File: config.mk
export PLATFORM = sky130hd
export DESIGN_NAME = gregorian_date_advance_core
export DESIGN_NICKNAME = d
export VERILOG_FILES = /design/src/hdl/gda_pkg.sv /design/src/hdl/gda_front.sv /design/src/hdl/gda_queue.sv /design/src/hdl/gda_back.sv /design/src/hdl/gregorian_date_advance_core.sv
export SDC_FILE = /design/constraint.sdc
export NUM_CORES = 1
export LEC_CHECK = 0
export BUFFER_PORTS_ARGS = -buffer_cell sky130_fd_sc_hd__buf_2
export CORE_MARGIN = 3
export CORE_UTILIZATION = 30
export DETAILED_ROUTE_END_ITERATION = 10
export GPL_ROUTABILITY_DRIVEN = 0
export PLACE_DENSITY_LB_ADDON = 0.15
export SLEW_MARGIN = 10
export SYNTH_ARGS = -nofsm -noshare
export SYNTH_HDL_FRONTEND = slang
export SYNTH_SLANG_ARGS = --single-unit
File: constraint.sdc
create_clock -name aclk -period 5.05 [get_ports aclk]
set_input_delay 0.2525 -clock aclk [delete_from_list [all_inputs] [get_ports aclk]]
set_output_delay 0.2525 -clock aclk [all_outputs]
set_load 0.03 [all_outputs]
File: src/hdl/gda_pkg.sv
// ----------------------------------------------------------------------------
// gda_pkg
// Types and constants shared by the Gregorian date advance core.
// ----------------------------------------------------------------------------
package gda_pkg;

    localparam int YEAR_W  = 14;
    localparam int MONTH_W = 4;
    localparam int DAY_W   = 5;
    localparam int COUNT_W = 16;
    localparam int RES_W   = 9;

    localparam logic [YEAR_W-1:0]  YEAR_CYCLE = 14'd400;
    localparam logic [RES_W-1:0]   RES_LAST   = 9'd399;
    localparam logic [RES_W-1:0]   RES_C1     = 9'd100;
    localparam logic [RES_W-1:0]   RES_C2     = 9'd200;
    localparam logic [RES_W-1:0]   RES_C3     = 9'd300;

    // year / 400 == (year * RECIP_400) >> RECIP_SHIFT for every 14-bit year
    localparam int                 RECIP_W     = 13;
    localparam int                 RECIP_SHIFT = 21;
    localparam int                 QUOT_W      = 6;
    localparam int                 PROD_W      = YEAR_W + RECIP_W;
    localparam logic [RECIP_W-1:0] RECIP_400   = 13'd5243;

    localparam logic [MONTH_W-1:0] MONTH_JAN = 4'd1;
    localparam logic [MONTH_W-1:0] MONTH_FEB = 4'd2;
    localparam logic [MONTH_W-1:0] MONTH_APR = 4'd4;
    localparam logic [MONTH_W-1:0] MONTH_JUN = 4'd6;
    localparam logic [MONTH_W-1:0] MONTH_SEP = 4'd9;
    localparam logic [MONTH_W-1:0] MONTH_NOV = 4'd11;
    localparam logic [MONTH_W-1:0] MONTH_DEC = 4'd12;

    localparam logic [DAY_W-1:0]   DAY_FIRST = 5'd1;
    localparam logic [DAY_W-1:0]   DAY_28    = 5'd28;
    localparam logic [DAY_W-1:0]   DAY_29    = 5'd29;
    localparam logic [DAY_W-1:0]   DAY_30    = 5'd30;
    localparam logic [DAY_W-1:0]   DAY_31    = 5'd31;

    localparam int QUEUE_DEPTH = 2;

    typedef struct packed {
        logic [YEAR_W-1:0]  start_year;
        logic [MONTH_W-1:0] start_month;
        logic [DAY_W-1:0]   start_day;
        logic [COUNT_W-1:0] day_count;
    } in_item_t;

    typedef struct packed {
        logic [YEAR_W-1:0]  end_year;
        logic [MONTH_W-1:0] end_month;
        logic [DAY_W-1:0]   end_day;
    } out_item_t;

    // item plus year mod 400, which drives the leap test while stepping
    typedef struct packed {
        in_item_t          item;
        logic [RES_W-1:0]  res400;
    } work_t;

endpackage

File: src/hdl/gda_front.sv
// ----------------------------------------------------------------------------
// gda_front
// Accepts items and reduces the start year mod 400 by reciprocal multiply.
// ----------------------------------------------------------------------------
module gda_front (
    input  logic               aclk,
    input  logic               aresetn,
    input  logic               s_valid,
    output logic               s_ready,
    input  gda_pkg::in_item_t  s_data,
    output logic               w_valid,
    input  logic               w_ready,
    output gda_pkg::work_t     w_data
);

    typedef enum logic [1:0] {ST_IDLE, ST_QUOT, ST_REM, ST_PUSH} state_t;

    state_t                        state_reg, state_next;
    gda_pkg::in_item_t             item_reg, item_next;
    logic [gda_pkg::QUOT_W-1:0]    quot_reg, quot_next;
    logic [gda_pkg::RES_W-1:0]     rem_reg, rem_next;
    logic [gda_pkg::PROD_W-1:0]    prod;
    logic [gda_pkg::YEAR_W-1:0]    quot_ext;
    logic [gda_pkg::YEAR_W-1:0]    rem_full;

    assign prod     = {{gda_pkg::RECIP_W{1'b0}}, item_reg.start_year}
                    * {{gda_pkg::YEAR_W{1'b0}}, gda_pkg::RECIP_400};
    assign quot_ext = {{(gda_pkg::YEAR_W - gda_pkg::QUOT_W){1'b0}}, quot_reg};
    assign rem_full = item_reg.start_year - (quot_ext * gda_pkg::YEAR_CYCLE);

    always_comb begin
        state_next = state_reg;
        item_next  = item_reg;
        quot_next  = quot_reg;
        rem_next   = rem_reg;
        unique case (state_reg)
            ST_IDLE: begin
                if (s_valid) begin
                    item_next  = s_data;
                    state_next = ST_QUOT;
                end
            end
            ST_QUOT: begin
                quot_next  = prod[gda_pkg::RECIP_SHIFT +: gda_pkg::QUOT_W];
                state_next = ST_REM;
            end
            ST_REM: begin
                rem_next   = rem_full[gda_pkg::RES_W-1:0];
                state_next = ST_PUSH;
            end
            ST_PUSH: begin
                if (w_ready) begin
                    state_next = ST_IDLE;
                end
            end
            default: state_next = ST_IDLE;
        endcase
    end

    always_ff @(posedge aclk) begin
        if (!aresetn) begin
            state_reg <= ST_IDLE;
        end else begin
            state_reg <= state_next;
        end
        item_reg <= item_next;
        quot_reg <= quot_next;
        rem_reg  <= rem_next;
    end

    assign s_ready       = (state_reg == ST_IDLE);
    assign w_valid       = (state_reg == ST_PUSH);
    assign w_data.item   = item_reg;
    assign w_data.res400 = rem_reg;

`ifndef SYNTHESIS
    a_rem_range: assert property (@(posedge aclk) disable iff (!aresetn)
        (state_reg == ST_PUSH) |-> (rem_reg <= gda_pkg::RES_LAST))
        else $error("front remainder not reduced");
    a_quot_exact: assert property (@(posedge aclk) disable iff (!aresetn)
        (state_reg == ST_REM) |-> (rem_full < gda_pkg::YEAR_CYCLE))
        else $error("front quotient off by one");
    a_calc_len: assert property (@(posedge aclk) disable iff (!aresetn)
        (state_reg == ST_QUOT) |=> (state_reg == ST_REM))
        else $error("front left reduction early");
    a_push_hold: assert property (@(posedge aclk) disable iff (!aresetn)
        (state_reg == ST_PUSH && !w_ready) |=> (state_reg == ST_PUSH && $stable(rem_reg)))
        else $error("front dropped pending item");
`endif

endmodule

File: src/hdl/gda_queue.sv
// ----------------------------------------------------------------------------
// gda_queue
// Short register FIFO between front and back.
// ----------------------------------------------------------------------------
module gda_queue (
    input  logic             aclk,
    input  logic             aresetn,
    input  logic             w_valid,
    output logic             w_ready,
    input  gda_pkg::work_t   w_data,
    output logic             r_valid,
    input  logic             r_ready,
    output gda_pkg::work_t   r_data
);

    localparam int PTR_W = (gda_pkg::QUEUE_DEPTH > 1) ? $clog2(gda_pkg::QUEUE_DEPTH) : 1;
    localparam int CNT_W = $clog2(gda_pkg::QUEUE_DEPTH + 1);
    localparam logic [CNT_W-1:0] FULL_CNT = CNT_W'(gda_pkg::QUEUE_DEPTH);
    localparam logic [PTR_W-1:0] LAST_PTR = PTR_W'(gda_pkg::QUEUE_DEPTH - 1);

    gda_pkg::work_t    mem [gda_pkg::QUEUE_DEPTH];
    logic [PTR_W-1:0]  wptr_reg, wptr_next;
    logic [PTR_W-1:0]  rptr_reg, rptr_next;
    logic [CNT_W-1:0]  cnt_reg, cnt_next;
    logic              push, pop;

    assign w_ready = (cnt_reg != FULL_CNT);
    assign r_valid = (cnt_reg != '0);
    assign r_data  = mem[rptr_reg];
    assign push    = w_valid && w_ready;
    assign pop     = r_valid && r_ready;

    always_comb begin
        wptr_next = wptr_reg;
        rptr_next = rptr_reg;
        cnt_next  = cnt_reg;
        if (push) begin
            wptr_next = (wptr_reg == LAST_PTR) ? '0 : wptr_reg + 1'b1;
        end
        if (pop) begin
            rptr_next = (rptr_reg == LAST_PTR) ? '0 : rptr_reg + 1'b1;
        end
        if (push && !pop) begin
            cnt_next = cnt_reg + 1'b1;
        end else if (pop && !push) begin
            cnt_next = cnt_reg - 1'b1;
        end
    end

    always_ff @(posedge aclk) begin
        if (!aresetn) begin
            wptr_reg <= '0;
            rptr_reg <= '0;
            cnt_reg  <= '0;
        end else begin
            wptr_reg <= wptr_next;
            rptr_reg <= rptr_next;
            cnt_reg  <= cnt_next;
        end
        if (push) begin
            mem[wptr_reg] <= w_data;
        end
    end

`ifndef SYNTHESIS
    a_cnt_bound: assert property (@(posedge aclk) disable iff (!aresetn)
        cnt_reg <= FULL_CNT)
        else $error("queue count overflow");
    a_ptr_match: assert property (@(posedge aclk) disable iff (!aresetn)
        (cnt_reg == '0) |-> (wptr_reg == rptr_reg))
        else $error("queue pointers out of step");
    a_push_count: assert property (@(posedge aclk) disable iff (!aresetn)
        (push && !pop) |=> (cnt_reg == $past(cnt_reg) + 1'b1))
        else $error("queue push not counted");
`endif

endmodule

File: src/hdl/gda_back.sv
// ----------------------------------------------------------------------------
// gda_back
// Steps the date one day per cycle and holds the result for the output.
// ----------------------------------------------------------------------------
module gda_back (
    input  logic               aclk,
    input  logic               aresetn,
    input  logic               r_valid,
    output logic               r_ready,
    input  gda_pkg::work_t     r_data,
    output logic               m_valid,
    input  logic               m_ready,
    output gda_pkg::out_item_t m_data
);

    typedef enum logic {ST_IDLE, ST_RUN} state_t;

    state_t                          state_reg, state_next;
    logic [gda_pkg::YEAR_W-1:0]      year_reg, year_next;
    logic [gda_pkg::MONTH_W-1:0]     month_reg, month_next;
    logic [gda_pkg::DAY_W-1:0]       day_reg, day_next;
    logic [gda_pkg::COUNT_W-1:0]     cnt_reg, cnt_next;
    logic [gda_pkg::RES_W-1:0]       res_reg, res_next;
    logic                            mvalid_reg, mvalid_next;
    gda_pkg::out_item_t              mdata_reg, mdata_next;

    logic                            leap;
    logic                            feb;
    logic                            short_month;
    logic                            roll;
    logic [gda_pkg::YEAR_W-1:0]      step_year;
    logic [gda_pkg::MONTH_W-1:0]     step_month;
    logic [gda_pkg::DAY_W-1:0]       step_day;
    logic [gda_pkg::RES_W-1:0]       step_res;

    assign leap = (res_reg[1:0] == 2'd0) && (res_reg != gda_pkg::RES_C1)
               && (res_reg != gda_pkg::RES_C2) && (res_reg != gda_pkg::RES_C3);
    assign feb  = (month_reg == gda_pkg::MONTH_FEB);
    assign short_month = (month_reg == gda_pkg::MONTH_APR) || (month_reg == gda_pkg::MONTH_JUN)
                      || (month_reg == gda_pkg::MONTH_SEP) || (month_reg == gda_pkg::MONTH_NOV);

    always_comb begin
        roll     = 1'b0;
        step_day = day_reg + 1'b1;
        if (feb && day_reg == gda_pkg::DAY_28) begin
            roll = !leap;
        end else if (feb && day_reg == gda_pkg::DAY_29) begin
            roll     = leap;
            step_day = day_reg;
        end else if (short_month && day_reg == gda_pkg::DAY_30) begin
            roll = 1'b1;
        end else if (day_reg == gda_pkg::DAY_31) begin
            roll = 1'b1;
        end
        step_year  = year_reg;
        step_month = month_reg;
        step_res   = res_reg;
        if (roll) begin
            step_day = gda_pkg::DAY_FIRST;
            if (month_reg == gda_pkg::MONTH_DEC) begin
                step_month = gda_pkg::MONTH_JAN;
                step_year  = year_reg + 1'b1;
                // 14-bit year wraps to 0, which is a multiple of 400
                if (year_reg == '1 || res_reg == gda_pkg::RES_LAST) begin
                    step_res = '0;
                end else begin
                    step_res = res_reg + 1'b1;
                end
            end else begin
                step_month = month_reg + 1'b1;
            end
        end
    end

    always_comb begin
        state_next  = state_reg;
        year_next   = year_reg;
        month_next  = month_reg;
        day_next    = day_reg;
        cnt_next    = cnt_reg;
        res_next    = res_reg;
        mdata_next  = mdata_reg;
        mvalid_next = mvalid_reg && !m_ready;
        r_ready     = 1'b0;
        unique case (state_reg)
            ST_IDLE: begin
                r_ready = 1'b1;
                if (r_valid) begin
                    year_next  = r_data.item.start_year;
                    month_next = r_data.item.start_month;
                    day_next   = r_data.item.start_day;
                    cnt_next   = r_data.item.day_count;
                    res_next   = r_data.res400;
                    state_next = ST_RUN;
                end
            end
            ST_RUN: begin
                if (cnt_reg != '0) begin
                    year_next  = step_year;
                    month_next = step_month;
                    day_next   = step_day;
                    res_next   = step_res;
                    cnt_next   = cnt_reg - 1'b1;
                end else if (!mvalid_reg || m_ready) begin
                    mdata_next.end_year  = year_reg;
                    mdata_next.end_month = month_reg;
                    mdata_next.end_day   = day_reg;
                    mvalid_next          = 1'b1;
                    state_next           = ST_IDLE;
                end
            end
            default: state_next = ST_IDLE;
        endcase
    end

    always_ff @(posedge aclk) begin
        if (!aresetn) begin
            state_reg  <= ST_IDLE;
            mvalid_reg <= 1'b0;
        end else begin
            state_reg  <= state_next;
            mvalid_reg <= mvalid_next;
        end
        year_reg  <= year_next;
        month_reg <= month_next;
        day_reg   <= day_next;
        cnt_reg   <= cnt_next;
        res_reg   <= res_next;
        mdata_reg <= mdata_next;
    end

    assign m_valid = mvalid_reg;
    assign m_data  = mdata_reg;

`ifndef SYNTHESIS
    a_count_down: assert property (@(posedge aclk) disable iff (!aresetn)
        (state_reg == ST_RUN && cnt_reg != '0) |=> (cnt_reg == $past(cnt_reg) - 1'b1))
        else $error("day counter skipped");
    a_res_range: assert property (@(posedge aclk) disable iff (!aresetn)
        (state_reg == ST_RUN) |-> (res_reg <= gda_pkg::RES_LAST))
        else $error("year residue out of range");
    a_out_source: assert property (@(posedge aclk) disable iff (!aresetn)
        $rose(mvalid_reg) |-> $past(state_reg == ST_RUN && cnt_reg == '0))
        else $error("result posted before stepping done");
`endif

endmodule

File: src/hdl/gregorian_date_advance_core.sv
// ----------------------------------------------------------------------------
// gregorian_date_advance_core
// Advances a Gregorian date by a day count, one day per clock.
// ----------------------------------------------------------------------------
// The front end takes an item and reduces the start year mod 400 in its
// QUOT and REM states (a reciprocal multiply for the quotient, then a
// multiply-subtract), then hands it through a 2-entry queue to the stepper.
// The stepper loads the item, advances one day per cycle until day_count
// days are stepped, then posts the date to the output register once that
// register is free or being read. The front works on the next item while
// the stepper is busy.
module gregorian_date_advance_core (
    input  logic               aclk,
    input  logic               aresetn,
    input  logic               s_valid,
    output logic               s_ready,
    input  gda_pkg::in_item_t  s_data,
    output logic               m_valid,
    input  logic               m_ready,
    output gda_pkg::out_item_t m_data
);

    logic            w_valid, w_ready;
    gda_pkg::work_t  w_data;
    logic            r_valid, r_ready;
    gda_pkg::work_t  r_data;

    gda_front u_front (
        .aclk    (aclk),
        .aresetn (aresetn),
        .s_valid (s_valid),
        .s_ready (s_ready),
        .s_data  (s_data),
        .w_valid (w_valid),
        .w_ready (w_ready),
        .w_data  (w_data)
    );

    gda_queue u_queue (
        .aclk    (aclk),
        .aresetn (aresetn),
        .w_valid (w_valid),
        .w_ready (w_ready),
        .w_data  (w_data),
        .r_valid (r_valid),
        .r_ready (r_ready),
        .r_data  (r_data)
    );

    gda_back u_back (
        .aclk    (aclk),
        .aresetn (aresetn),
        .r_valid (r_valid),
        .r_ready (r_ready),
        .r_data  (r_data),
        .m_valid (m_valid),
        .m_ready (m_ready),
        .m_data  (m_data)
    );

endmodule
# Word level (Yosys, flattened, before mapping)
# Memories as Yosys holds them, arrays and structs flattened. A register that Yosys moved wholly into a read port is not among the register bits.
# Cells that the tools add are included.
[totals] ram_bits=96 reg_bits=133 word_cells=142 mem_count=1
[op_classes] add_sub_neg=10 eq_ne=26 n_mul=2 n_reduce_logical=33 mux=48 bitwise=2
[memory_table] name="u_queue.mem" depth=2 word_bits=48 rd=1 rd_clocked_by_memory_dff=1 wr=1 line_no="gda_queue.sv:21" text="gda_pkg::work_t mem [gda_pkg::QUEUE_DEPTH];"
[ops] operator="$mux 14" count=4
[ops] operator="$mux 9" count=5
[ops] operator="$mux 16" count=2
[ops] operator="$pmux 16 s2" count=1
[ops] operator="$pmux 14 s2" count=1
[ops] operator="$mul 14x13->27 const B" count=1
[ops] operator="$mux 5" count=5
[ops] operator="$eq 5x5->1 const B" count=4
[ops] operator="$pmux 9 s2" count=1
[ops] operator="$mux 1" count=17
[ops] operator="$mux 4" count=4
[ops] operator="$reduce_bool 16->1" count=1
[ops] operator="$sub 16x1->16 const B" count=1
[ops] operator="$add 14x1->14 const B" count=1
[ops] operator="$eq 14x14->1 const B" count=1
[ops] operator="$ne 2x2->1 const B" count=7
[ops] operator="$eq 4x4->1 const B" count=3
[ops] operator="$logic_and 1x1->1" count=11
[ops] operator="$pmux 5 s2" count=1
[ops] operator="$add 9x1->9 const B" count=1
[ops] operator="$eq 9x9->1 const B" count=1
[ops] operator="$ne 9x7->1 const B" count=1
[ops] operator="$ne 9x8->1 const B" count=1
[ops] operator="$ne 9x9->1 const B" count=1
[ops] operator="other kinds (24)" count=45

# Logic depth before layout (Yosys ltp)
[logic_depth] word_depth=11 ltp_mapped=16 mapped_depth_nobuf=16

# Cells and area by module
# Synthesis repeated with hierarchy kept, for this count alone.
[hier_totals] hier_cells=936 hier_area_um2=12786.0
[modules_own_cells] mod="gda_front" seq_area_each_um2=1631.6 area_per_inst_um2=5252.5 cells_each=434 instances=1
[modules_own_cells] mod="gda_back" seq_area_each_um2=2172.1 area_per_inst_um2=3827.4 cells_each=329 instances=1
[modules_own_cells] mod="gda_queue" seq_area_each_um2=2982.9 area_per_inst_um2=3706.1 cells_each=173 instances=1

# Worst setup path before layout
# OpenSTA, ideal clock, no wires.
[synth_path] kind="register to register" start="reg u_front.item_reg (netlist bit u_front.w_data[45])" end="reg u_front.quot_reg[2] (netlist name), data pin" t_arrival_ns=4.382 setup_ns=0.258 stages_incl_launch_ff=15 synth_period_minus_slack_ns=4.640 setup_slack_ns=0.410 path_cell_list="edfxtp_1 -> ha_1 -> fa_1 -> fa_1 -> fa_1 -> inv_1 -> fa_1 -> inv_1 -> ha_1 -> o21ai_0 -> a2111oi_0 -> a221oi_1 -> nand3b_1 -> a21oi_1 -> xnor2_1"
[synth_via] elab_chain_cells=1
[synth_lines] item="from (decl)" line_no="gda_front.sv:19" text="gda_pkg::in_item_t item_reg, item_next;"
[synth_lines] item="from (signal assigned)" line_no="gda_front.sv:66" text="item_reg <= item_next;"
[synth_lines] item="$mul 14x13->27" line_no="gda_front.sv:27" text="* {{gda_pkg::YEAR_W{1'b0}}, gda_pkg::RECIP_400};"
[synth_lines] item="via u_front.prod (one bit)" line_no="gda_front.sv:22" text="logic [gda_pkg::PROD_W-1:0] prod;"
[synth_lines] item="to (signal assigned)" line_no="gda_front.sv:67" text="quot_reg <= quot_next;"
[synth_lines] item="to (decl)" line_no="gda_front.sv:20" text="logic [gda_pkg::QUOT_W-1:0] quot_reg, quot_next;"
# The timed path passes the listed nets, and every way through them passes these cells.
# A chain may end at the register's enable or synchronous reset.

# Worst setup path in the final report
[layout_path] start="reg u_front.item_reg (netlist bit u_front.w_data[46])" end="reg u_front.quot_reg[2] (netlist name), data pin"
# The elaborated chain is that of the path after synthesis.

==> results_dict.tcl <==
set metrics [dict create \
    synthFlopType "edfxtp_1" \
    track_usage 0.124 \
    async_flop_share 0 \
    timing.final.hold_violations 0 \
    worstSetupPathType "reg -> reg" \
    skew_ps 20.7 \
    reg2reg_to "u_front.quot_reg[2]" \
    grt_pass1_wl_um 42800 \
    ff2ff_setup_slack_ps 260 \
    arrival_ps 5090 \
    numPortBuffers 67 \
    drt_iter0_markers 315 \
    seq_area_frac_synth 0.545 \
    postRouteWirelength_um 26900 \
    rsz0062_at_grt "false" \
    grt_pass1_vias 7539 \
    regMostFlops "u_queue.mem" \
    min_path_cells 3 \
    critPathCaptureType "register" \
    slowest_stage "fa_1" \
    slew_viol_final 0 \
    crit_top_cell "fa_1" \
    io_pins 68 \
    clk_pin_slew_worst_paths_ps 60 \
    clock_sinks 229 \
    syn-mean-instance-area_um2 13.5 \
    ys_types 50 \
    nNetsFinal 1297 \
    cp_slowest_stage_delay_ps 560 \
    crit_cells 14 \
    r2r_cells 14 \
    syn2layout_area_growth_pct 19.8 \
    mostFrequentLayoutCells "220 x edfxtp_1, 140 x inv_1, 117 x ha_1" \
    yosys_warnings 0 \
    synthCells 923 \
    via_per_inst 4.40 \
    htreeDepth 1 \
    worstMarginPinSlew_ps 953 \
    critPathTopFamily "adder cells" \
    fp.dieArea_um2 44000 \
    design.core.area_um2 40900 \
    dr.pass1.iters 4 \
    crit_path_start_kind "register" \
    n_fill_cell 4033 \
    setup_viol_count_final 0 \
    path_buf_inv 2 \
    maxCapViolations 0 \
    num_antenna_cells 0 \
    clk_latency_ps 550 \
    finalCritPeriodShare 0.949 \
    final_layout_size_suffix_gt1_frac 0.145 \
    core.rowCount 74 \
    grt.overflow.total 0 \
    die_h_um 210 \
    antenna_found_initial 0 \
    ant_nets 0 \
    synth_edf_count 220 \
    cts_tree "built" \
    holdCritStartpoint "aresetn" \
    relSlewSlack 0.365 \
    dpl.hpwl_um 19800 \
    cp_max_fo 6 \
    cts_buffers 28 \
    status "completed" \
    cp_cell_sequence "ha_1, fa_1, fa_1, fa_1, inv_1, fa_1, inv_1, ha_1, a211oi_1, o211ai_1, a221oi_2, nand3b_1, a21oi_1, xnor2_1" \
    cts_root_buf "clkbuf_16" \
    vias 7160 \
    syn-num-nets 1146 \
    cp.required_ps 5350 \
    synthesis.area_um2 12500 \
    largest_reg_flops 96 \
    drc 0 \
    initial_core_util 0.304 \
    reg2reg_from "u_front.w_data[46]" \
    layout_commonest_cell "edfxtp_1" \
    clockBufferDepth 3 \
    holdCritPathClass "in -> reg" \
    die_w_um 210 \
    clock.fmax_mhz 209 \
    tns_ps 0 \
    worst_hold_path.endpoint "u_back.state_reg" \
    ys_ff_latch 229 \
    grt_max_degree 50 \
    min_period_ps 4790 \
    wl_per_cell_um 16.5 \
]
Yosys cell counts (all sizes together), types with 2 or more instances:
cell type	number	area (um^2)
and4	2	17.5
o22ai	13	81.3
fa	63	1260
nor2	18	67.6
dfxtp	9	180
o31ai	2	15.0
nor4	3	33.8
inv	140	526
a21o	4	30.0
buf	2	7.51
nor3	6	30.0
nand2b	4	25.0
nand2	50	190
a31oi	6	37.5
o21a	2	15.0
mux2i	40	400
a211oi	17	128
nor2b	15	101
or3	3	18.8
xor2	16	140
nand3	16	80.1
and2	5	31.3
clkbuf	14	52.6
o211ai	6	45.0
edfxtp	220	6610
nand4	6	37.5
and3	10	62.6
a21boi	3	22.5
xnor2	36	315
a21oi	24	120
ha	117	1460
or2	2	12.5
o21ai	36	180
nand3b	2	18.8
tightest hold or removal path: stages:
cell and delay, ps:
buf_2 170, nand2_1 80, nor2_1 40
cells by family after synthesis:
group | after synthesis | synth area share
simple gates | 145 | 0.0611
buf+inv | 156 | 0.0470
mux | 40 | 0.0321
flops | 229 | 0.545
fa+ha+maj | 180 | 0.219
compound gates | 121 | 0.0598
xor+xnor | 52 | 0.0366
cell type report:
cell class | instances | area [um^2] | share of cell area
inverter | 140 | 526 | 0.0352
clock inverter | 22 | 159 | 0.0106
timing repair buffer | 137 | 961 | 0.0644
clock buffer | 30 | 708 | 0.0474
multi-input combinational | 538 | 5120 | 0.343
sequential | 229 | 6790 | 0.455
tap | 532 | 666 | 0.0446
metrics by stage:
stage,hold slack [ps],instance area (um^2),util,cells,worst slack [ps]
global route,16.1,14900,0.365,1628,14.9
CTS,8.89,14800,0.363,1617,42.8
floorplan,351,12500,-,923,410
detailed placement,429,13600,0.332,1525,58.7
finish,27.9,14900,0.365,1628,258
global placement,423,13600,0.332,1525,83.1
what timing repair did:
action,CTS,global route
hold buffers,40,0
endpoints found under the setup margin,0,4
hold endpoints to repair,40,0
setup buffers,0,11
gates resized for setup,0,3
layer usage:
metal | vias to the layer above | global-route usage | share of wire
met5 | - | 0 | 0
met4 | 0 | 0.0289 | 0.021
met3 | 37 | 0.0205 | 0.036
met2 | 103 | 0.202 | 0.46
met1 | 3454 | 0.173 | 0.48
li1 | 3566 | - | -
how the worst max path moves through the flow:
| stage | from | to |
|---|---|---|
| detailed placement | u_front.w_data[41] | u_front.quot_reg[2] |
| global placement | u_front.w_data[41] | u_front.quot_reg[2] |
| floorplan | u_front.w_data[45] | u_front.quot_reg[2] |
| finish | u_front.w_data[46] | u_front.quot_reg[2] |
| global route | u_front.w_data[46] | u_front.quot_reg[2] |
| CTS | u_front.w_data[41] | u_front.quot_reg[2] |
Power is left out: the tool's default activity adds up to more than one toggle a clock period on the data nets, which glitch-free logic cannot reach.
